<file path="config.mk">
export PLATFORM = sky130hd
export DESIGN_NAME = pgc_blend
export DESIGN_NICKNAME = d
export VERILOG_FILES = /design/src/hdl/pgc_pkg.sv /design/src/hdl/pgc_blend.sv
export SDC_FILE = /design/constraint.sdc
export NUM_CORES = 2
export LEC_CHECK = 0
export BUFFER_PORTS_ARGS = -buffer_cell sky130_fd_sc_hd__buf_2
export CORE_ASPECT_RATIO = 0.8
export CORE_MARGIN = 2
export CORE_UTILIZATION = 58
export DETAILED_ROUTE_END_ITERATION = 8
export PLACE_DENSITY = 0.77
export SYNTH_ARGS = -nofsm -noshare
export SYNTH_HDL_FRONTEND = slang
export SYNTH_SLANG_ARGS = --single-unit
</file>
<file path="constraint.sdc">
create_clock -name clk -period 3.5 [get_ports clk]
set_input_delay 0.7 -clock clk [delete_from_list [all_inputs] [get_ports clk]]
set_output_delay 0.7 -clock clk [all_outputs]
set_load 0.01 [all_outputs]
</file>
<file path="src/hdl/pgc_pkg.sv">
// ----------------------------------------------------------------------------
// pgc_pkg
// Shared types and constants for the palette gradient colorizer.
// ----------------------------------------------------------------------------
package pgc_pkg;

    localparam int MAX_ITER_W = 16;
    localparam int COUNT_W    = 4;
    localparam int CH_W       = 8;
    localparam int COLOR_W    = 3 * CH_W;
    localparam int PAIR_W     = 2 * COLOR_W;
    localparam int CFG_W      = PAIR_W;
    localparam int CFG_IDX_W  = 3;
    localparam int PAL_SIZE   = 8;
    localparam int PAL_IDX_W  = 3;
    localparam int PAIR_REGS  = PAL_SIZE / 2;

    localparam logic [COUNT_W-1:0]    COLOR_COUNT_RST = 4'd2;
    localparam logic [MAX_ITER_W-1:0] MAX_ITER_RST    = 16'd256;
    localparam logic [PAIR_W-1:0]     PAIR_01_RST     = 48'hFFFFFF000000;
    localparam logic [PAIR_W-1:0]     PAIR_RST        = '0;

    typedef enum logic [CFG_IDX_W-1:0] {
        REG_COLOR_COUNT    = 3'd0,
        REG_MAX_ITERATIONS = 3'd1,
        REG_SMOOTH_MODE    = 3'd2,
        REG_PAIR_01        = 3'd3,
        REG_PAIR_23        = 3'd4,
        REG_PAIR_45        = 3'd5,
        REG_PAIR_67        = 3'd6
    } cfg_reg_t;

    typedef logic [PAL_SIZE-1:0][COLOR_W-1:0] palette_t;

    typedef struct packed {
        logic [CH_W-1:0] red;
        logic [CH_W-1:0] green;
        logic [CH_W-1:0] blue;
    } rgb_t;

    typedef struct packed {
        logic vld;
        logic sat;
    } div_ctl_t;

endpackage

</file>
<file path="src/hdl/pgc_blend.sv">
// ----------------------------------------------------------------------------
// pgc_blend
// Palette pair select and two-stage per-channel blend with round to nearest.
// ----------------------------------------------------------------------------
module pgc_blend
    import pgc_pkg::*;
#(
    parameter int SEG_BITS  = 3,
    parameter int FRAC_BITS = 16
) (
    input  logic                clk,
    input  logic                rst_n,
    input  logic                en,
    input  palette_t            palette,
    input  logic                vld_in,
    input  logic [SEG_BITS-1:0] seg_in,
    input  logic [FRAC_BITS:0]  w_in,
    output logic                vld_out,
    output rgb_t                rgb_out
);

    localparam int TW     = FRAC_BITS + 1;
    localparam int PROD_W = TW + CH_W;
    localparam int SUM_W  = PROD_W + 1;

    localparam logic [TW-1:0]    ONE_T = TW'(1) << FRAC_BITS;
    localparam logic [SUM_W-1:0] HALF  = SUM_W'(1) << (FRAC_BITS - 1);

    logic [PAL_SIZE-1:0][PAIR_W-1:0] seg_pairs;
    logic [PAIR_W-1:0]               pair_sel;
    logic [COLOR_W-1:0]              color_a;
    logic [COLOR_W-1:0]              color_b;
    logic [TW-1:0]                   w_inv;

    logic                            p_vld_reg;
    logic [PROD_W-1:0]               prod_a_reg [3];
    logic [PROD_W-1:0]               prod_b_reg [3];
    logic                            s_vld_reg;
    logic [CH_W-1:0]                 ch_reg [3];

    for (genvar k = 0; k < PAL_SIZE; k++)
    begin : g_pair
        assign seg_pairs[k] = {palette[(k + 1) % PAL_SIZE], palette[k]};
    end

    always_comb
    begin
        pair_sel = seg_pairs[PAL_IDX_W'(seg_in)];
        color_a  = pair_sel[COLOR_W-1:0];
        color_b  = pair_sel[PAIR_W-1:COLOR_W];
        w_inv    = ONE_T - w_in;
    end

    for (genvar ch = 0; ch < 3; ch++)
    begin : g_ch
        localparam int SH = COLOR_W - CH_W * (ch + 1);

        logic [PROD_W-1:0] prod_a_next;
        logic [PROD_W-1:0] prod_b_next;
        logic [SUM_W-1:0]  sum;

        always_comb
        begin
            prod_a_next = PROD_W'(color_a[SH +: CH_W]) * PROD_W'(w_inv);
            prod_b_next = PROD_W'(color_b[SH +: CH_W]) * PROD_W'(w_in);
            sum         = SUM_W'(prod_a_reg[ch]) + SUM_W'(prod_b_reg[ch]) + HALF;
        end

        always_ff @(posedge clk)
        begin
            if (en)
            begin
                prod_a_reg[ch] <= prod_a_next;
                prod_b_reg[ch] <= prod_b_next;
                ch_reg[ch]     <= sum[FRAC_BITS +: CH_W];
            end
        end
    end

    always_ff @(posedge clk or negedge rst_n)
    begin
        if (!rst_n)
        begin
            p_vld_reg <= 1'b0;
            s_vld_reg <= 1'b0;
        end
        else if (en)
        begin
            p_vld_reg <= vld_in;
            s_vld_reg <= p_vld_reg;
        end
    end

    assign vld_out       = s_vld_reg;
    assign rgb_out.red   = ch_reg[0];
    assign rgb_out.green = ch_reg[1];
    assign rgb_out.blue  = ch_reg[2];

endmodule

</file>
After elaboration in Yosys (flattened, before gate mapping)
Memory sizes are Yosys's and may differ from the RTL's.
Index checks and enable logic that the tools add are counted.
{"block": "op_classes", "mux": 4, "n_mul": 6, "magnitude_cmp": 1, "addsub": 7}
{"op": "multiplier 8 x 17 -> 25 bit", "count": 6}
{"op": "binary-select mux 48 bit (select 3 bit)", "count": 1}
{"op": "adder 24 x 16 -> 24 bit, second input constant", "count": 3}
{"op": "adder 24 bit", "count": 3}
{"op": "2-to-1 mux 48 bit", "count": 1}
{"op": "subtractor 17 bit, first input constant", "count": 1}
{"op": "< comparator 3 x 4 -> 1 bit, second input constant", "count": 1}
{"op": "2-to-1 mux 1 bit", "count": 2}
{"block": "word_totals", "n_memories": 3, "output_inout_bits": 25, "word_cells": 23, "reg_bits": 2, "input_bits": 216, "ram_bits": 174}
{"name": "prod_a_reg", "words": 3, "width": 25, "rd": 3, "rd_ports_with_merged_regs": 0, "write_ports": 3, "line_no": "pgc_blend.sv:36", "source": "logic [PROD_W-1:0] prod_a_reg [3];"}
{"name": "prod_b_reg", "words": 3, "width": 25, "rd": 3, "rd_ports_with_merged_regs": 0, "write_ports": 3, "line_no": "pgc_blend.sv:37", "source": "logic [PROD_W-1:0] prod_b_reg [3];"}
{"name": "ch_reg", "words": 3, "width": 8, "rd": 3, "rd_ports_with_merged_regs": 0, "write_ports": 3, "line_no": "pgc_blend.sv:39", "source": "logic [CH_W-1:0] ch_reg [3];"}

Depth between registers and ports, before layout
{"block": "logic_depth", "ltp_word": 3, "ltp_mapped": 28, "ltp_nobuf": 23}

Worst setup path before layout
Ideal clock, no wire load.
{"block": "synth_timing", "path_type": "in2reg", "start": "input port seg_in[1]", "end": "memory prod_a_reg[0][22] (netlist name), data pin", "setup_slack_ps": -3530, "required_time_ps": 3234, "n_path_buf": 6, "path_stages": 25, "setup_ps": 266, "arrival_ps": 6764, "cell_sequence": "buf_2 buf_4 buf_4 buf_4 buf_6 buf_4 mux2i_1 mux4_2 or2_2 fa_1 inv_1 fa_1 fa_1 inv_1 fa_1 inv_1 ha_1 or2_2 a21o_1 a31o_2 a21o_1 o211a_1 a41o_1 o41ai_1 xnor2_1"}
{"item": "start: declaration", "line_no": "pgc_blend.sv:16", "source": "input logic [SEG_BITS-1:0] seg_in,"}
{"item": "end: declaration", "line_no": "pgc_blend.sv:36"}

==> results.sh <==
export IMPL_outcome="finished with violations"
export IMPL_violations="negative setup slack"
export IMPL_cts_buffers=17
export IMPL_htreeDepth=4
export IMPL_core_sq_um=60000
export IMPL_post_place_ws_ns=-2.92
export IMPL_multi_input_area_sq_um=31000
export IMPL_worstSetupPathType="in2reg"
export IMPL_rsz0062_at_grt="yes"
export IMPL_synth_most_common_cell="inv_1"
export IMPL_cts_clk_slew_worst_paths_ns=0.08
export IMPL_worstPathRequired_ns=3.79
export IMPL_crit_start="seg_in[1]"
export IMPL_die_x_microns=280
export IMPL_ys_warnings_count=0
export IMPL_row_count=80
export IMPL_crit_fanout=7
export IMPL_hold_class="in2reg"
export IMPL_r2r_start="prod_a_reg[0][2]"
export IMPL_utilization_pct=80.2
export IMPL_drc=0
export IMPL_synth_cell_type_count=67
export IMPL_grt_usage_pct=37.6
export IMPL_antenna_found_initial=8
export IMPL_cts_root_buf="clkbuf_16"
export IMPL_tritoncts="built"
export IMPL_worstSetupEndpoint="prod_b_reg[0][71]"
export IMPL_place_congestion=0.924
export IMPL_cp_end_kind="register"
export IMPL_fillCellCount=3006
export IMPL_setup_slack_ns=-2.65
export IMPL_min_period_ns=6.15
export IMPL_worstPathArrival_ns=6.44
export IMPL_reg2reg_depth=12
export IMPL_drt_pass1_iter_count=6
export IMPL_finalMaxSlewViolations=0
export IMPL_whs_ns=0.440
export IMPL_cts_sinks=170
export IMPL_drtIter0Drc=3650
export IMPL_hpwl_mm=82.0
export IMPL_ant_nets=0
export IMPL_wl_mm=133
export IMPL_vias_per_cell=6.22
export IMPL_slew_headroom_pct=60.4
export IMPL_synth_area_sq_um=35400
export IMPL_fmax_mhz=163
export IMPL_fin_worst_skew_ns=0.0125
export IMPL_avgSynthCellArea_sq_um=9.65
export IMPL_ys_ff_latch=170
export IMPL_die_area_sq_um=63000
export IMPL_synth_seq_area_share_pct=14.4
export IMPL_cts_path_max_buffers=2
export IMPL_synth_common_cells="614 x inv_1, 534 x fa_1, 448 x nor2_1"
export IMPL_grt_pass1_wl_mm=182
export IMPL_tightestPinTransition_ns=0.578
export IMPL_finalNonFillerCells=5285
export IMPL_synth_edf_count=168
export IMPL_portBuffers=240
export IMPL_async_flop_share_pct=1.18
export IMPL_synth_area_top_cells="fa_1 30%, edfxtp_1 14%, ha_1 14%"
export IMPL_syn_inst=3670
export IMPL_ios=241
export IMPL_drive_above_1_share_pct=37.7
export IMPL_routedWlPerCell_microns=25.3
export IMPL_rrSetupSlack_ns=0.03
export IMPL_area_growth_pct=35.8
export IMPL_regArea_sq_um=5090
export IMPL_synthFlopType="edfxtp_1"
export IMPL_yosysTopAreaCell="fa_1"
export IMPL_die_y_microns=225
export IMPL_fin_crit_sh_pct=176
export IMPL_setup_viol=125
export IMPL_gr_total_overflow=0
export IMPL_clk_insertion_delay_late_ns=0.50
export IMPL_cap_violations=0
export IMPL_num_vias=32900
export IMPL_hold_viol_final=0
export IMPL_yosysTopAreaCellShare_pct=30.2
export IMPL_grt_max_degree=72
export IMPL_grt_pass1_vias=33700
export IMPL_syn_nets=4808
export IMPL_dpl_cell_count=5082
export IMPL_r2r_end="ch_reg[0][6]"
export IMPL_num_nets_final=5626
export IMPL_initial_core_util_pct=59.0
export IMPL_critPathLaunchType="input port"
[how the worst min path moves through the flow]
stage	startpoint	cells past startpoint	endpoint
3_3_place_gp	rst_n	1	vld_out
3_5_place_dp	rst_n	1	p_vld_reg
2_1_floorplan	rst_n	0	p_vld_reg
5_1_grt	vld_in	2	p_vld_reg
4_1_cts	vld_in	2	p_vld_reg
6_report	vld_in	2	p_vld_reg
[what timing repair did]
| item | 4_1_cts | 5_1_grt |
|---|---|---|
| pin swaps | 213 | 197 |
| gates cloned | 9 | 2 |
| setup buffers | 121 | 78 |
| hold buffers | 1 | 0 |
| setup endpoints to repair | 124 | 125 |
| endpoints found under the hold margin | 2 | 0 |
| resized for setup | 500 | 330 |
[cell families (layout without fill, tap and decap cells)]
logic type               after synthesis  in the layout  share of synthesized area (%)
AO/OA/AOI/OAI                        358            358                           6.50
XOR/XNOR                             169            169                           4.20
adder cells (fa/ha/maj)              922            922                           43.9
buffers and inverters                771           1601                           8.44
flip-flops                           170            170                           14.4
multiplexers                         182            183                           7.29
other                                  0              5                              0
AND/OR/NAND/NOR                     1098           1098                           15.3
[placed cells by master (no fill, tap or decap), types with 13 or more instances in the layout]
cell / count
a21o_1: 59
a21oi_1: 60
a21oi_2: 42
a21oi_4: 18
and2_1: 35
buf_12: 37
buf_2: 233
buf_4: 498
buf_6: 160
buf_8: 14
clkbuf_16: 19
edfxtp_1: 168
fa_1: 510
fa_2: 24
ha_1: 312
ha_4: 70
inv_1: 551
inv_2: 62
mux2i_1: 91
mux2i_2: 13
mux4_2: 60
nand2_1: 108
nand2b_1: 85
nand3_1: 18
nor2_1: 343
nor2_2: 70
nor2_4: 36
nor2b_1: 196
nor2b_2: 34
nor2b_4: 19
nor3_1: 16
o21a_1: 19
o21ai_0: 26
o21ai_2: 23
or2_2: 23
or2_4: 20
xnor2_1: 79
xnor2_2: 39
xor2_1: 26
xor2_2: 13
[metal layers]
layer | vias up | track usage, % | part of all wire, %
met1 | 16000 | 45.7 | 33
met5 | - | 0 | 0.037
met3 | 947 | 9.01 | 11
li1 | 13400 | - | -
met2 | 2511 | 61.4 | 46
met4 | 8 | 22.1 | 9.4
[cell type report]
type                    count  area share (%)
multi-input cells        2730            64.6
inverters                 615            4.82
repair buffers            954            16.6
flip-flops and latches    170            10.6
diodes                      5          0.0260
clock inverters            15           0.453
well taps                 779            2.03
clock buffers              17           0.885
[per-stage QoR]
step | instance area (sq um) | setup TNS (ns)
finish | 48100 | -226.05
global route | 48100 | -236.71
CTS | 46200 | -193.56
detailed placement | 42200 | -273.33
global placement | 42200 | -263.84
floorplan | 36500 | -251.57
[critical path: stages]
cell	delay, ns
buf_16	0.14
buf_8	0.14
buf_12	0.12
buf_8	0.13
buf_6	0.11
mux2i_2	0.14
mux4_2	0.68
nor2b_4	0.21
fa_1	0.43
fa_1	0.48
fa_1	0.51
inv_1	0.06
fa_1	0.49
inv_1	0.07
ha_4	0.29
o21ai_0	0.13
a21oi_2	0.26
o41ai_4	0.16
o21ai_2	0.30
a211oi_4	0.12
buf_4	0.16
o31ai_2	0.22
a21oi_2	0.10
xnor2_2	0.27
Power is not shown: default switching activity piles up to over one toggle a cycle in this logic, so the estimate is an artifact.
