File: config.mk
export PLATFORM = sky130hd
export DESIGN_NAME = pgc_smooth
export DESIGN_NICKNAME = d
export VERILOG_FILES = /design/src/hdl/pgc_pkg.sv /design/src/hdl/pgc_smooth.sv
export SDC_FILE = /design/constraint.sdc
export NUM_CORES = 2
export LEC_CHECK = 0
export ABC_CLOCK_PERIOD_IN_PS = 10280
export BUFFER_PORTS_ARGS = -buffer_cell sky130_fd_sc_hd__buf_2
export CAP_MARGIN = 20
export CORE_MARGIN = 10
export CORE_UTILIZATION = 30
export DETAILED_ROUTE_END_ITERATION = 16
export SLEW_MARGIN = 20
export SYNTH_ARGS = -nofsm -noshare
export SYNTH_HDL_FRONTEND = slang
export SYNTH_SLANG_ARGS = --single-unit
File: constraint.sdc
create_clock -name clk -period 10.28 [get_ports clk]
set_input_delay 2.056 -clock clk [delete_from_list [all_inputs] [get_ports clk]]
set_output_delay 2.056 -clock clk [all_outputs]
set_load 0.1 [all_outputs]
File: src/hdl/pgc_pkg.sv
// ----------------------------------------------------------------------------
// pgc_pkg
// Shared types and constants for the palette gradient colorizer.
// ----------------------------------------------------------------------------
package pgc_pkg;

    localparam int MAX_ITER_W = 16;
    localparam int COUNT_W    = 4;
    localparam int CH_W       = 8;
    localparam int COLOR_W    = 3 * CH_W;
    localparam int PAIR_W     = 2 * COLOR_W;
    localparam int CFG_W      = PAIR_W;
    localparam int CFG_IDX_W  = 3;
    localparam int PAL_SIZE   = 8;
    localparam int PAL_IDX_W  = 3;
    localparam int PAIR_REGS  = PAL_SIZE / 2;

    localparam logic [COUNT_W-1:0]    COLOR_COUNT_RST = 4'd2;
    localparam logic [MAX_ITER_W-1:0] MAX_ITER_RST    = 16'd256;
    localparam logic [PAIR_W-1:0]     PAIR_01_RST     = 48'hFFFFFF000000;
    localparam logic [PAIR_W-1:0]     PAIR_RST        = '0;

    typedef enum logic [CFG_IDX_W-1:0] {
        REG_COLOR_COUNT    = 3'd0,
        REG_MAX_ITERATIONS = 3'd1,
        REG_SMOOTH_MODE    = 3'd2,
        REG_PAIR_01        = 3'd3,
        REG_PAIR_23        = 3'd4,
        REG_PAIR_45        = 3'd5,
        REG_PAIR_67        = 3'd6
    } cfg_reg_t;

    typedef logic [PAL_SIZE-1:0][COLOR_W-1:0] palette_t;

    typedef struct packed {
        logic [CH_W-1:0] red;
        logic [CH_W-1:0] green;
        logic [CH_W-1:0] blue;
    } rgb_t;

    typedef struct packed {
        logic vld;
        logic sat;
    } div_ctl_t;

endpackage

File: src/hdl/pgc_smooth.sv
// ----------------------------------------------------------------------------
// pgc_smooth
// Three-stage weight pipeline: t^2, then t^3 and the quintic factor, then
// the smoothstep product, or t itself in linear mode.
// ----------------------------------------------------------------------------
module pgc_smooth
    import pgc_pkg::*;
#(
    parameter int SEG_BITS  = 3,
    parameter int FRAC_BITS = 16
) (
    input  logic                 clk,
    input  logic                 rst_n,
    input  logic                 en,
    input  logic                 smooth_mode,
    input  logic                 vld_in,
    input  logic [SEG_BITS-1:0]  seg_in,
    input  logic [FRAC_BITS:0]   t_in,
    output logic                 vld_out,
    output logic [SEG_BITS-1:0]  seg_out,
    output logic [FRAC_BITS:0]   w_out
);

    localparam int TW   = FRAC_BITS + 1;
    localparam int SQ_W = 2 * TW;
    localparam int PW   = FRAC_BITS + 5;
    localparam int WP_W = TW + PW;
    localparam int WQ_W = WP_W - FRAC_BITS;

    localparam logic [SQ_W-1:0] HALF_SQ = SQ_W'(1) << (FRAC_BITS - 1);
    localparam logic [WP_W-1:0] HALF_WP = WP_W'(1) << (FRAC_BITS - 1);
    localparam logic [TW-1:0]   ONE_T   = TW'(1) << FRAC_BITS;
    localparam logic [PW-1:0]   TEN_ONE = (PW'(1) << (FRAC_BITS + 3)) + (PW'(1) << (FRAC_BITS + 1));

    logic                a_vld_reg;
    logic [SEG_BITS-1:0] a_seg_reg;
    logic [TW-1:0]       a_t_reg;
    logic [TW-1:0]       a_t2_reg;

    logic                b_vld_reg;
    logic [SEG_BITS-1:0] b_seg_reg;
    logic [TW-1:0]       b_t_reg;
    logic [TW-1:0]       b_t3_reg;
    logic [PW-1:0]       b_p_reg;

    logic                c_vld_reg;
    logic [SEG_BITS-1:0] c_seg_reg;
    logic [TW-1:0]       c_w_reg;

    logic [SQ_W-1:0] sq_a;
    logic [TW-1:0]   t2_next;
    logic [SQ_W-1:0] sq_b;
    logic [TW-1:0]   t3_next;
    logic [PW-1:0]   p_pos;
    logic [PW-1:0]   p_neg;
    logic [PW-1:0]   p_next;
    logic [WP_W-1:0] wp;
    logic [WQ_W-1:0] wq;
    logic [TW-1:0]   ws;
    logic [TW-1:0]   w_next;

    always_comb
    begin
        sq_a    = SQ_W'(t_in) * SQ_W'(t_in) + HALF_SQ;
        t2_next = sq_a[FRAC_BITS +: TW];

        sq_b    = SQ_W'(a_t2_reg) * SQ_W'(a_t_reg) + HALF_SQ;
        t3_next = sq_b[FRAC_BITS +: TW];
        p_pos   = (PW'(a_t2_reg) << 2) + (PW'(a_t2_reg) << 1) + TEN_ONE;
        p_neg   = (PW'(a_t_reg) << 4) - PW'(a_t_reg);
        p_next  = (p_pos >= p_neg) ? (p_pos - p_neg) : '0;

        wp      = WP_W'(b_t3_reg) * WP_W'(b_p_reg) + HALF_WP;
        wq      = wp[WP_W-1:FRAC_BITS];
        ws      = (wq > WQ_W'(ONE_T)) ? ONE_T : wq[TW-1:0];
        w_next  = smooth_mode ? ws : b_t_reg;
    end

    always_ff @(posedge clk or negedge rst_n)
    begin
        if (!rst_n)
        begin
            a_vld_reg <= 1'b0;
            b_vld_reg <= 1'b0;
            c_vld_reg <= 1'b0;
        end
        else if (en)
        begin
            a_vld_reg <= vld_in;
            b_vld_reg <= a_vld_reg;
            c_vld_reg <= b_vld_reg;
        end
    end

    always_ff @(posedge clk)
    begin
        if (en)
        begin
            a_seg_reg <= seg_in;
            a_t_reg   <= t_in;
            a_t2_reg  <= t2_next;
            b_seg_reg <= a_seg_reg;
            b_t_reg   <= a_t_reg;
            b_t3_reg  <= t3_next;
            b_p_reg   <= p_next;
            c_seg_reg <= b_seg_reg;
            c_w_reg   <= w_next;
        end
    end

    assign vld_out = c_vld_reg;
    assign seg_out = c_seg_reg;
    assign w_out   = c_w_reg;

endmodule

Word level (Yosys, flattened, before mapping)

Cells that the tools add are included.

Output and inout port bits: 21
Register bits after elaboration: 118

Mux-type cells: 2
Add/subtract/negate cells: 7
Multiply operators: 3
$lt $le $gt $ge: 2

Operators with widths:

| cell                                                                    | count |
|---|---|
| 33-bit by 16-bit adder with 33-bit output (second input constant)       | 2 |
| 17-bit by 17-bit multiplier with 33-bit output                          | 2 |
| 38-bit by 16-bit adder with 38-bit output (second input constant)       | 1 |
| 17-bit by 21-bit multiplier with 38-bit output                          | 1 |
| 17-bit 2-to-1 mux                                                       | 2 |
| 22-bit by 17-bit > comparator with 1-bit output (second input constant) | 1 |
| 20-bit by 20-bit adder with 21-bit output (second input constant)       | 1 |
| 21-bit >= comparator                                                    | 1 |
| 21-bit by 17-bit subtractor with 21-bit output                          | 1 |
| 21-bit subtractor                                                       | 1 |
| 19-bit by 18-bit adder with 20-bit output                               | 1 |

Depth between registers and ports, before layout

Word-level depth: 5
Mapped depth: 27
Depth with buffers taken out: 24

Least setup slack after synthesis

No wires, ideal clock.

Path kind: in2reg
From: input t_in[4]
To: register a_t2_reg[16], data pin
Setup slack: 2239 ps
Stages: 22
Data required time: 10020 ps
Arrival: 7781 ps
Path through: clkbuf_1 -> nand2_1 -> fa_1 -> inv_1 -> fa_1 -> inv_1 -> fa_1 -> fa_1 -> fa_1 -> inv_1 -> fa_1 -> ha_1 -> a21o_1 -> a21o_1 -> a2111oi_0 -> o211ai_1 -> nand3_1 -> a21oi_1 -> or3_1 -> o31a_1 -> a21oi_1 -> xnor2_1

Longest elaborated chain between the ends: 2

RTL lines:

| element                                        | line              | RTL |
|---|---|---|
| start: declaration                             | pgc_smooth.sv:18  | `input logic [FRAC_BITS:0] t_in,` |
| 17-bit by 17-bit multiplier with 33-bit output | pgc_smooth.sv:64  | `sq_a = SQ_W'(t_in) * SQ_W'(t_in) + HALF_SQ;` |
| 33-bit by 16-bit adder with 33-bit output      | pgc_smooth.sv:64  |  |
| net sq_a[32]                                   | pgc_smooth.sv:50  | `logic [SQ_W-1:0] sq_a;` |
| end signal: assignment                         | pgc_smooth.sv:101 | `a_t2_reg <= t2_next;` |
| end: declaration                               | pgc_smooth.sv:38  | `logic [TW-1:0] a_t2_reg;` |

The timed path passes the listed nets, and every way through them passes these cells.
A chain may end at the register's enable or synchronous reset.

Final worst setup path

From: input t_in[12]
To: register a_t2_reg[16], data pin

The elaborated chain is that of the path after synthesis.

==> results.md <==
- MaxCap Viol Count: 0
- Nets: 4793
- Overflow after GRT: 0
- Area share of the largest cell type after synthesis: 40.61%
- CTS H-tree depth: 4
- WL per Instance: between 15 and 20 um
- Layout cell share with drive strength beyond 1: 3.547%
- Placer Congestion: about 0.84
- Rows: 124
- Synth top area cells: fa_1 (41%), ha_1 (15%), inv_1 (10%)
- Initial drt markers: 1193
- Critical path's most frequent cell: fa_1
- Worst reg-to-reg setup slack: 2.51 ns
- Crit Reg-Reg Endpoint: w_out[2]
- Die width: between 300 and 400 um
- Mean Syn Cell Area: 9.358 um^2
- Initial core utilization: between 30 and 40%
- Post-synth cell types: 74
- Synthesis-to-layout area growth: 6.988%
- Run status: finished clean
- Buffers on Ports: 45
- Hold slack final: 0.4130 ns
- CTS resizes: 0
- Setup violators final: 0
- Bufs and invs on worst path: 6
- Die area: ~130000 um^2
- Max Freq: 0.1215 GHz
- Net Count, Synth: 4834
- Pre-Repair DR Iteration Count: 5
- HP Class: reg2reg
- Io pins: 46
- CTS buffer count: 17
- Setup Total Neg Slack: 0 ns
- Die H: 359.4 um
- Largest area contributor in the netlist: fa_1
- Multi-input logic area: 27040 um^2
- Largest net degree at the start of global routing: 80
- Hold Vio Cnt, Final: 0
- Hold_buf cts: 0
- Worst Skew: 0.01395 ns
- Vias in the first global route: ~26k
- EDFF count, synth: 115
- Placed Cells: 5145
- WL final: ~81000 um
- CP Capture Type: flop
- Cell area after synthesis: 34560 um^2
- Critical Path Source Type: input port
- Yosys warning count: 0
- R2R depth: 23
- Post-synth ARST share: 2.542%
- Post-route minimum period: between 8 and 9 ns
- Sequential cell area: 3528 um^2
- Worst slew pin tran: 1.137 ns
- Max Buffers Root-to-Sink: 2
- Crit Path Class: in2reg
- Worst Path Max Fanout: 14
- First-pass GRT wire length: 136000 um
- GRT Util Overall: roughly an eighth
- Cells after Synth: 3693
- Worst hold stages: 0
- HPWL after DPL: about 64000 um
- Worst EP required: 10.50 ns
- CP max stage cell: fa_1
- Vias per cell: 4.575
- Final ANT Viol Nets: 0
- Tcrit/Tclk final: 80.03%
- Max Slew Vio Count: 0
- Sequential-to-total area share from yosys stat: 10.21%
- Worst-path cell chain: buf_2 > inv_1 > nor2_1 > fa_1 > inv_1 > fa_1 > fa_1 > inv_1 > fa_1 > inv_1 > fa_1 > inv_1 > fa_1 > ha_1 > and4_1 > a221oi_1 > o211ai_1 > nand3_1 > a21oi_1 > or3_1 > o31a_1 > a21oi_1 > xnor2_1
- Worst Hold End: seg_out[1]
- Residual DRC: 0
- Finished Layout Cells: 5178
- Max reg flops: 21
- RSZ-0062 raised after global routing: false
- Worst relative slew slack: 24.19%
- CTS tree: done
- Clk root buf: clkbuf_16
- # fillers: 11.88k
- Initial antenna violation count: 3
- Post-synth top flop: edfxtp_1
- Place WS: 1.544 ns
- Skew-Pair Late Insertion Delay: around 0.47 ns
- CP max stage delay: 0.53 ns
- Crit Reg-Reg Startpoint: b_t3_reg[6]
- Critical path arrival: 8.45 ns
- Synthesis-stage register bit count: 118
- Clock sinks: between 100 and 150
- Core region area: 114300 um^2
- Postcts setup bufs: 0
- Clk slew on worst S/H paths: 0.06 ns
- Worst Slack Setup Final: 2.053 ns
- CP delay by family, top: adder cells
- Worst hold start: b_seg_reg[1]
- Vias post-DR: 23.69k
==> logic make-up (layout without fill, tap and decap cells) <==
| logic type | Yosys count | in the layout | share of synthesized area (%) |
|---|---|---|---|
| other | 0 | 1 | 0 |
| adder cells (fa/ha/maj) | 1116 | 1116 | 55.63 |
| buffers and inverters | 1059 | 1031 | 11.55 |
| multiplexers | 7 | 7 | 0.2172 |
| AO/OA/AOI/OAI | 268 | 268 | 5.149 |
| flip-flops | 118 | 118 | 10.21 |
| AND/OR/NAND/NOR | 1027 | 1027 | 14.76 |
| XOR/XNOR | 98 | 98 | 2.484 |
==> layout by cell type (no fill, tap or decap), types with 18 or more instances in the layout <==
cell type	n
a21o_1	40
a21oi_1	72
and2_1	345
and3_1	18
buf_2	44
buf_4	26
edfxtp_1	115
fa_1	701
ha_1	415
inv_1	927
nand2_1	439
nand3_1	21
nor2_1	96
nor3_1	34
o21ai_0	39
xnor2_1	60
xor2_1	38
==> worst max path at each step <==
stage                   end  cells after the start      from
2_1_floorplan  a_t2_reg[16]                     22   t_in[4]
4_1_cts        a_t2_reg[16]                     23  t_in[12]
3_3_place_gp   a_t2_reg[16]                     23   t_in[9]
5_1_grt        a_t2_reg[16]                     22  t_in[14]
3_5_place_dp   a_t2_reg[16]                     23  t_in[12]
6_report       a_t2_reg[16]                     23  t_in[12]
==> area by class of cell <==
type                            instances  share of cell area, %
Tap cell                             1512                  5.117
Antenna cell                            1               0.006768
Clock inverter                         15                 0.4941
Sequential cell                       118                  9.543
Clock buffer                           17                  1.151
Multi-Input combinational cell       2516                  73.13
Inverter                              929                  9.431
Timing Repair Buffer                   70                  1.124
==> synthesized netlist by cell type, drive strengths merged (4+ instances only) <==
cell     instances
a2111oi          5
a211oi           4
a21boi           7
a21o            40
a21oi           73
a31o             4
a31oi           14
and2           345
and3            18
and4             7
buf              5
clkbuf         125
edfxtp         115
fa             701
ha             415
inv            927
mux2             4
nand2          439
nand2b           6
nand3           21
nand4           16
nor2            96
nor2b           16
nor3            36
nor4             4
o211ai           4
o21a            14
o21ai           48
o21bai           7
o22ai           16
or2              8
xnor2           60
xor2            38
==> worst reg2reg max path, delay by kind of cell (launching register included) <==
kind | cells | cell delay, ns
AOI/OAI and AO/OA | 5 | 1.24
adders and majority gates | 7 | 3.33
buffers and inverters | 5 | 0.25
DFF | 1 | 1.09
and+or+nand+nor | 6 | 1.56
==> per-stage QoR <==
stage | utilization [%] | cell area [um^2]
global placement | 31.80 | 36360
CTS | 32.33 | 36970
finish | 32.33 | 36970
floorplan | - | 34560
global route | 32.33 | 36970
detailed placement | 31.80 | 36360
==> layer usage <==
layer,track usage [%],vias up,routed length (um)
met5,0,-,0
met4,3.254,0,1725
met3,1.551,96,3488
met2,21.81,504,38960
met1,17.24,12018,36850
li1,-,11069,-
Power is not shown: default switching activity piles up to over one toggle a cycle in this logic, so the estimate is an artifact.
