==> src/hdl/pgc_pkg.sv <==
// ----------------------------------------------------------------------------
// pgc_pkg
// Shared types and constants for the palette gradient colorizer.
// ----------------------------------------------------------------------------
package pgc_pkg;

    localparam int MAX_ITER_W = 16;
    localparam int COUNT_W    = 4;
    localparam int CH_W       = 8;
    localparam int COLOR_W    = 3 * CH_W;
    localparam int PAIR_W     = 2 * COLOR_W;
    localparam int CFG_W      = PAIR_W;
    localparam int CFG_IDX_W  = 3;
    localparam int PAL_SIZE   = 8;
    localparam int PAL_IDX_W  = 3;
    localparam int PAIR_REGS  = PAL_SIZE / 2;

    localparam logic [COUNT_W-1:0]    COLOR_COUNT_RST = 4'd2;
    localparam logic [MAX_ITER_W-1:0] MAX_ITER_RST    = 16'd256;
    localparam logic [PAIR_W-1:0]     PAIR_01_RST     = 48'hFFFFFF000000;
    localparam logic [PAIR_W-1:0]     PAIR_RST        = '0;

    typedef enum logic [CFG_IDX_W-1:0] {
        REG_COLOR_COUNT    = 3'd0,
        REG_MAX_ITERATIONS = 3'd1,
        REG_SMOOTH_MODE    = 3'd2,
        REG_PAIR_01        = 3'd3,
        REG_PAIR_23        = 3'd4,
        REG_PAIR_45        = 3'd5,
        REG_PAIR_67        = 3'd6
    } cfg_reg_t;

    typedef logic [PAL_SIZE-1:0][COLOR_W-1:0] palette_t;

    typedef struct packed {
        logic [CH_W-1:0] red;
        logic [CH_W-1:0] green;
        logic [CH_W-1:0] blue;
    } rgb_t;

    typedef struct packed {
        logic vld;
        logic sat;
    } div_ctl_t;

endpackage

==> src/hdl/pgc_div_stage.sv <==
// ----------------------------------------------------------------------------
// pgc_div_stage
// One registered step of the restoring divider: one quotient bit per stage.
// ----------------------------------------------------------------------------
module pgc_div_stage
    import pgc_pkg::*;
#(
    parameter int QB = 19
) (
    input  logic                  clk,
    input  logic                  rst_n,
    input  logic                  en,
    input  logic [MAX_ITER_W-1:0] divisor,
    input  div_ctl_t              ctl_in,
    input  logic [MAX_ITER_W-1:0] rem_in,
    input  logic [QB-1:0]         qd_in,
    output div_ctl_t              ctl_out,
    output logic [MAX_ITER_W-1:0] rem_out,
    output logic [QB-1:0]         qd_out
);

    div_ctl_t              ctl_reg;
    logic [MAX_ITER_W-1:0] rem_reg;
    logic [QB-1:0]         qd_reg;

    logic [MAX_ITER_W:0]   acc;
    logic [MAX_ITER_W:0]   diff;
    logic                  ge;
    logic [MAX_ITER_W-1:0] rem_next;
    logic [QB-1:0]         qd_next;

    always_comb
    begin
        acc      = {rem_in, qd_in[QB-1]};
        diff     = acc - {1'b0, divisor};
        ge       = (acc >= {1'b0, divisor});
        rem_next = ge ? diff[MAX_ITER_W-1:0] : acc[MAX_ITER_W-1:0];
        qd_next  = {qd_in[QB-2:0], ge};
    end

    always_ff @(posedge clk or negedge rst_n)
    begin
        if (!rst_n)
        begin
            ctl_reg <= '0;
        end
        else if (en)
        begin
            ctl_reg <= ctl_in;
        end
    end

    always_ff @(posedge clk)
    begin
        if (en)
        begin
            rem_reg <= rem_next;
            qd_reg  <= qd_next;
        end
    end

    assign ctl_out = ctl_reg;
    assign rem_out = rem_reg;
    assign qd_out  = qd_reg;

endmodule

==> config.mk <==
export PLATFORM = sky130hd
export DESIGN_NAME = pgc_div_stage
export DESIGN_NICKNAME = d
export VERILOG_FILES = /design/src/hdl/pgc_pkg.sv /design/src/hdl/pgc_div_stage.sv
export SDC_FILE = /design/constraint.sdc
export NUM_CORES = 1
export LEC_CHECK = 0
export ABC_AREA = 1
export ABC_CLOCK_PERIOD_IN_PS = 2200
export BUFFER_PORTS_ARGS = -buffer_cell sky130_fd_sc_hd__buf_4
export CELL_PAD_IN_SITES_DETAIL_PLACEMENT = 1
export CELL_PAD_IN_SITES_GLOBAL_PLACEMENT = 1
export CORE_MARGIN = 2
export CORE_UTILIZATION = 39
export CTS_BUF_LIST = sky130_fd_sc_hd__clkbuf_8
export DETAILED_ROUTE_END_ITERATION = 8
export GPL_TIMING_DRIVEN = 0
export MAX_ROUTING_LAYER = met4
export PLACE_DENSITY_LB_ADDON = 0.15
export SLEW_MARGIN = 20
export SYNTH_ARGS = -nofsm -noshare
export SYNTH_HDL_FRONTEND = slang
export SYNTH_SLANG_ARGS = --single-unit
export TNS_END_PERCENT = 5
==> constraint.sdc <==
create_clock -name clk -period 2.2 [get_ports clk]
set_input_delay 0.22 -clock clk [delete_from_list [all_inputs] [get_ports clk]]
set_output_delay 0.22 -clock clk [all_outputs]
set_load 0.01 [all_outputs]
---- After elaboration in Yosys (flattened, before gate mapping) ----
Cells that the tools add are included.
storage, ports and cells
  register bits ........................... 37
  bits in latches ......................... 0
  bits in writable memories ............... 0
  memory bits (read-only) ................. 0
  input bits .............................. 56
  output and inout port bits .............. 37
  logic and storage cells ................. 7
  memories kept ........................... 0
operators by class
  $add $sub $neg .......................... 1
  multiply operators ...................... 0
  divide/modulo/power cells ............... 0
  $lt $le $gt $ge ......................... 1
  equal/unequal tests ..................... 0
  shift operators ......................... 0
  multiplexer cells ....................... 1
  bitwise logic cells ..................... 0
  reduce and logical (&&, ||, !) cells .... 0
operator list
  cell                                                            number
  17-bit by 16-bit greater-or-equal comparator with 1-bit output  1
  16-bit two-way mux                                              1
  16-bit subtractor                                               1

---- Logic depth before layout (Yosys ltp) ----
Gate-level depths: netlist of the first run.
  word-level depth ........................ 2
  depth in mapped cells ................... 14
  mapped depth without buffers ............ 13

---- Worst setup path before layout of the first run ----
OpenSTA, ideal clock, no wires.
  kind .................................... input to register
  from .................................... in divisor[3]
  to ...................................... reg rem_reg[12], in the netlist rem_out[12], data pin
  data arrival time ....................... 1453 ps
  data required time ...................... 1947 ps
  slack ................................... 494 ps
  stages on the path ...................... 14
  path buffers ............................ 2
  cell sequence ........................... inv_1 ha_1 nand2_1 inv_1 nand2_1 nand2_1 nand2_1 nand3_2 nand2_1 nand2_2 buf_6 buf_12 nand3_1 nand2_1
on the way
  longest elaborated chain between the ends .. 2
ends and longest elaborated chain
  what                                                            RTL line             RTL
  start: declaration                                              pgc_div_stage.sv:13  input logic [MAX_ITER_W-1:0] divisor,
  17-bit by 16-bit greater-or-equal comparator with 1-bit output  pgc_div_stage.sv:36  ge = (acc >= {1'b0, divisor});
  net ge                                                          pgc_div_stage.sv:28  logic ge;
  16-bit two-way mux                                              pgc_div_stage.sv:37  rem_next = ge ? diff[MAX_ITER_W-1:0] : acc[MAX_ITER_W-1:0];
  net rem_next[12]                                                pgc_div_stage.sv:29  logic [MAX_ITER_W-1:0] rem_next;
  end signal: assignment                                          pgc_div_stage.sv:57  rem_reg <= rem_next;
  end: declaration                                                pgc_div_stage.sv:23  logic [MAX_ITER_W-1:0] rem_reg;
The timed path passes the listed nets, and every way through them passes these cells.
A chain may end at the register's enable or synchronous reset.

---- Final worst setup path of the first run ----
  from .................................... in divisor[7]
  to ...................................... reg rem_reg[11], in the netlist rem_out[11], data pin
on the way
  longest elaborated chain between the ends .. 2
ends and longest elaborated chain
  what                                                                                                 RTL line
  16-bit subtractor or 17-bit by 16-bit greater-or-equal comparator with 1-bit output (tied branches)  pgc_div_stage.sv:35, pgc_div_stage.sv:36
  16-bit two-way mux *                                                                                 pgc_div_stage.sv:37
  net rem_next[11]                                                                                     pgc_div_stage.sv:29
The timed path passes the listed nets; every way through them passes the cells marked *.

==> flow_metrics.tcl, run 1 <==
set metrics [dict create \
    grt_pass1_vias 2577 \
    worstSkewPairLatency_ns 0.29 \
    p_leak_nw 1.80 \
    worst-setup-path-type "input port to flip-flop" \
    p_sw_share_pct 30.0 \
    path_max_fanout 10 \
    path_buf_inv 4 \
    finalCriticalPeriod_ns 1.78 \
    r2r_cells 1 \
    htreeDepth 2 \
    hold_path.class "input port to flip-flop" \
    die_h_um 83.1 \
    cts_tree "built" \
    num_vias 2336 \
    die_area_mm2 0.00691 \
    worst_pin_slew_ns 0.498 \
    dp_hpwl_mm 5.92 \
    fin_cells 484 \
    grt.overflow.total 0 \
    cap_violations 0 \
    initial_core_util_pct 40.8 \
    max_stage_delay_ns 0.38 \
    slowest_stage "ha_1" \
    pwr-share-comb_pct 29.8 \
    syn_inst 308 \
    vdd_drop_max_mv 0.438 \
    syn-num-nets 381 \
    rows 28 \
    coreArea_mm2 0.00599 \
    synthSimpleGateAreaFrac_pct 29.3 \
    required_ns 2.26 \
    clkSinkCount 37 \
    grt_first_pass_wirelength_mm 12.3 \
    antenna_cells 0 \
    ys_ff_latch 37 \
    firstDrtPassIters 4 \
    clock_skew_ns 0 \
    crit_top_cell "nand2_1" \
    clkPwrFrac_pct 28.3 \
    synth_warnings 0 \
    drive_above_1_share_pct 27.4 \
    drtAntennaViolNets 0 \
    path_clk_slew_ns 0.08 \
    synthToLayoutAreaGrowth_pct 37.0 \
    drv_slew 0 \
    p_per_area_mw_per_mm2 636 \
    root_buffer "clkbuf_8" \
    avgViaCountPerCell 4.83 \
    synth_fa_ha_area_share_pct 9.02 \
    die_w_um 83.1 \
    yosysSeqAreaShare_pct 45.1 \
    finalSetupTns_ns 0 \
    worstSetupPathDepth 13 \
    utilization_pct 55.9 \
    postCtsSetupRepairBufs 0 \
    cts_hold_buf 1 \
    syn-cell-area_mm2 0.00244 \
    crit_path_start_kind "input port" \
    relSlewSlack_pct 66.8 \
    clockBufferDepth 2 \
    avgSynthCellArea_um2 7.93 \
    synth_top_family_by_area "simple AND/OR/NAND/NOR gates" \
    setup_viol_count_final 0 \
    nets 481 \
    power.net_switching_uw 639 \
    antenna_found_initial 0 \
    power.internal_mw 1.49 \
    finalPower_mw 2.13 \
    drcViolationCount 0 \
    fmax_ghz 0.560 \
    pin_count 93 \
    crit_path_cell_trace "buf_4, inv_1, ha_1, nand2_1, nor2_1, nand2_1, nor2_1, nor2_1, nand2_2, inv_1, buf_6, nand2_1, nand2_1" \
    rsz0062_at_grt "false" \
    seqPwrFrac_pct 41.8 \
    grt_usage_pct 23.3 \
    drt_iter0_markers 58 \
    place_inst 475 \
    hold_violations 0 \
    place_congestion 0.871 \
    post-route-period-util_pct 81.1 \
    path_delay_family "simple AND/OR/NAND/NOR gates" \
    fillerInstances 759 \
    yosys.cell_types.count 24 \
    grt_max_degree 38 \
    arrival_ns 1.84 \
    wl_mm 7.40 \
    synthMuxAreaShare_pct 0.922 \
    end_kind "flip-flop" \
    min_path_cells 1 \
    wl_per_cell_um 15.3 \
    synth_compound_area_share_pct 2.56 \
    cts_resized 0 \
    cts_buffers 5 \
    status "finished clean" \
    synth-xor-area-share_pct 2.15 \
    port-buffer-count 92 \
]
cells by family after synthesis:
kind of cell,after synthesis
simple gates,171
buf+inv,63
flops,37
fa+ha+maj,17
compound gates,12
xor+xnor,6
mux,2
per-stage QoR:
stage	area [um^2]	hold WS (ns)	setup slack, ns
after CTS	3350	0.0936	0.453
after detailed placement	3230	0.00641	0.155
after global placement	3230	0.00184	0.209
after global routing	3350	0.0867	0.289
final	3350	0.0966	0.415
after floorplan	2440	-0.0756	0.494
cells in the final DEF (no fill, tap or decap), drive strengths merged:
cell type    synthesis  layout
nand2              122     122
buf                  3      95
inv                 60      60
edfxtp              35      35
nand3               19      19
nor2                19      19
ha                  16      16
a21oi                9       9
xor2                 5       5
clkbuf               0       5
nand4                4       4
nor3                 2       2
and2                 2       2
nand3b               2       2
o21ai                2       2
mux2                 2       2
dfrtp                2       2
or2                  1       1
o21bai               1       1
xnor2                1       1
fa                   1       1
clkinvlp             0       1
clkinv               0       1
bufinv               0       1
dlygate4sd3          0       1
metal layers:
metal  part of all wire [%]  GRT usage, %
met3                    5.1          5.07
met1                     42          26.2
met4                    2.2          8.64
met2                     51          40.5
met5                      0             -
power groups by stage:
stage / Clock (mW) / Combinational [mW] / Sequential, mW
3_3_place_gp: 0 / 0.607 / 0.902
6_report: 0.604 / 0.635 / 0.891
3_5_place_dp: 0 / 0.634 / 0.908
5_1_grt: 0.641 / 0.709 / 0.900
4_1_cts: 0.606 / 0.644 / 0.893
2_1_floorplan: 0 / 0.294 / 0.947
cell usage after synthesis (all sizes together):
library cell	number	area [um^2]
nand3b	2	15.0
edfxtp	35	1050
dfrtp	2	50.1
xor2	5	43.8
nor3	2	10.0
nor2	19	78.8
o21ai	2	10.0
or2	1	6.26
o21bai	1	7.51
inv	60	225
mux2	2	22.5
ha	16	200
buf	3	42.5
fa	1	20.0
a21oi	9	45.0
and2	2	12.5
nand2	122	463
nand3	19	105
xnor2	1	8.76
nand4	4	25.0
layout make-up:
type | instances | area, um^2 | share of cell area [%]
sequential | 37 | 1100 | 32.9
multi-input combinational | 208 | 1070 | 32.1
timing repair buffer | 93 | 701 | 20.9
inverter | 60 | 225 | 6.73
tap | 75 | 93.8 | 2.80
clock buffer | 5 | 68.8 | 2.06
buffer | 3 | 42.5 | 1.27
clock inverter | 3 | 41.3 | 1.23
flip-flops by register name, indices dropped and copies added, names as in the netlist:
register	cells
rem_out	16
qd_out	19
ctl_out	2
worst paths after layout:
path	from	endpoint	slack, ns
hold / removal	qd_in[9]	qd_out[10]	0.1
min in group asynchronous	rst_n	ctl_out[1]	0.24
setup / recovery	divisor[7]	rem_out[11]	0.42
setup reg to reg	ctl_out[0]	ctl_out[0]	1.43
max in group asynchronous	rst_n	ctl_out[0]	1.87
hold reg to reg	ctl_out[1]	ctl_out[1]	0.55
No activity file was read; power rests on OpenSTA's default activity.
==> run 2: changes to the inputs <==
--- a/config.mk
+++ b/config.mk
@@ -6,12 +6,12 @@
 export NUM_CORES = 1
 export LEC_CHECK = 0
 export ABC_AREA = 1
-export ABC_CLOCK_PERIOD_IN_PS = 2200
+export ABC_CLOCK_PERIOD_IN_PS = 1700
 export BUFFER_PORTS_ARGS = -buffer_cell sky130_fd_sc_hd__buf_4
 export CELL_PAD_IN_SITES_DETAIL_PLACEMENT = 1
 export CELL_PAD_IN_SITES_GLOBAL_PLACEMENT = 1
 export CORE_MARGIN = 2
-export CORE_UTILIZATION = 39
+export CORE_UTILIZATION = 36
 export CTS_BUF_LIST = sky130_fd_sc_hd__clkbuf_8
 export DETAILED_ROUTE_END_ITERATION = 8
 export GPL_TIMING_DRIVEN = 0
==> constraint.sdc (replaced) <==
create_clock -name clk -period 1.7 [get_ports clk]
set_input_delay 0.17 -clock clk [delete_from_list [all_inputs] [get_ports clk]]
set_output_delay 0.17 -clock clk [all_outputs]
set_load 0.01 [all_outputs]
==> run 2 against run 1 <==
Die area is 7.9% higher. Count of clock-buffer cells in the layout did not move. Global-route usage is 3.8 points lower. Flip-flop and latch count unchanged. Critical path type unchanged. Sequential share of layout area decreased by 1.3 points. Combinational power rose by 37%. First-iteration DRC count increased by 84%. Worst setup slack worse by 0.29 ns. Clock skew unchanged. Hold slack got worse by 0.044 ns. Clock power up 0.8%.
==> flow_metrics.tcl, run 2 (same netlist as run 1, synthesis figures left out) <==
set metrics [dict create \
    hold_path.class "input port to flip-flop" \
    worst-setup-path-type "input port to flip-flop" \
    fmax_ghz 0.635 \
    drive_above_1_share_pct 32.8 \
    die_h_um 86.4 \
    worst_pin_slew_ns 0.484 \
    clock_skew_ns 0 \
    coreArea_mm2 0.00668 \
    mostFrequentLayoutCell "nand2_1" \
    post-route-period-util_pct 92.6 \
    relSlewSlack_pct 67.8 \
    synthToLayoutAreaGrowth_pct 42.8 \
    p_leak_nw 1.80 \
    cts_buffers 5 \
    cap_violations 0 \
    fin_cells 489 \
    clkSinkCount 37 \
    wl_per_cell_um 13.9 \
    drv_slew 0 \
    htreeDepth 2 \
    grt_max_degree 38 \
    cts_tree "built" \
    path_clk_slew_ns 0.08 \
    die_w_um 86.4 \
    nets 481 \
    initial_core_util_pct 36.6 \
    crit_path_start_kind "input port" \
    num_vias 2292 \
    layout_common_cells "nand2_1 (114), buf_4 (92), inv_1 (59)" \
    firstDrtPassIters 4 \
    p_per_area_mw_per_mm2 755 \
    pin_count 93 \
    rows 30 \
    hold_violations 0 \
    drcViolationCount 0 \
    place_inst 480 \
    grt.overflow.total 0 \
    rsz0062_at_grt "false" \
    worstSkewPairLatency_ns 0.28 \
    root_buffer "clkbuf_8" \
    avgViaCountPerCell 4.69 \
    dp_hpwl_mm 5.51 \
    grt_first_pass_wirelength_mm 11.0 \
    place_congestion 0.864 \
    drt_iter0_markers 107 \
    wl_mm 6.80 \
    die_area_mm2 0.00746 \
    required_ns 1.75 \
    setup_viol_count_final 0 \
    path_max_fanout 10 \
    antenna_found_initial 0 \
    port-buffer-count 92 \
    antenna_cells 0 \
    arrival_ns 1.62 \
    end_kind "flip-flop" \
    r2r_setup_slack_ns 0.93 \
    vdd_drop_max_mv 0.332 \
    grt_usage_pct 19.5 \
    finalCriticalPeriod_ns 1.57 \
    largest_reg_flops 19 \
    drtAntennaViolNets 0 \
    status "finished clean" \
    grt_pass1_vias 2360 \
    finalPower_mw 2.63 \
    clockBufferDepth 2 \
]
run 2: worst paths after layout:
| path | start | depth (start not counted) | endpoint |
|---|---|---|---|
| hold reg to reg | ctl_out[0] | 1 | ctl_out[0] |
| hold / removal | qd_in[0] | 1 | qd_out[1] |
| min in group asynchronous | rst_n | 2 | ctl_out[0] |
| setup / recovery | rem_in[4] | 12 | rem_out[2] |
| max in group asynchronous | rst_n | 2 | ctl_out[1] |
| setup reg to reg | ctl_out[1] | 1 | ctl_out[1] |
run 2: layout make-up:
class | count | area, um^2
Buffer | 3 | 46.3
Clock buffer | 5 | 68.8
Clock inverter | 3 | 13.8
Fill cell | 834 | 3190
Inverter | 60 | 225
Multi-Input combinational cell | 208 | 1230
Sequential cell | 37 | 1100
Tap cell | 80 | 100
Timing Repair Buffer | 93 | 701
run 2: what timing repair did:
item	in CTS	in global routing
setup buffers	0	0
cloned	0	0
endpoints found under the setup margin	2	14
resized for setup	1	29
pin swaps	0	2
hold buffers	1	0
endpoints found under the hold margin	2	0
run 2: per-stage QoR:
| step | hold slack [ns] | setup slack, ns | setup TNS, ns | utilization [%] | cell area [um^2] |
|---|---|---|---|---|---|
| floorplan | -0.126 | 0.0437 | 0 | - | 2440 |
| global placement | -0.0478 | -0.300 | -3.90 | 48.4 | 3230 |
| CTS | 0.0489 | 0.000750 | 0 | 49.8 | 3330 |
| detailed placement | -0.0464 | -0.310 | -4.22 | 48.4 | 3230 |
| finish | 0.0526 | 0.126 | 0 | 52.2 | 3490 |
| global route | 0.0425 | 0.00455 | 0 | 52.2 | 3490 |
run 2: worst max-delay path, stage by stage:
cell and delay [ns]:
buf_4 0.12, ha_1 0.35, nand2_1 0.12, nor2_2 0.12, nand2_1 0.08, nor2_1 0.14
nor2_1 0.07, nand2_2 0.09, inv_2 0.08, buf_6 0.16, nand2_1 0.07, nand2_1 0.05
run 2: where the power goes:
group	switching [mW]	internal [mW]
Combinational	0.454	0.419
Clock	0.330	0.279
Sequential	0.0294	1.12
run 2: routing by layer:
metal	track usage [%]	vias up	wire [um]	part of all wire, %
met3	4.19	9	412	6.1
met1	23.8	1047	2970	44
met5	-	-	0	0
li1	-	1163	-	-
met2	32.2	73	3280	48
met4	6.11	0	141	2.1
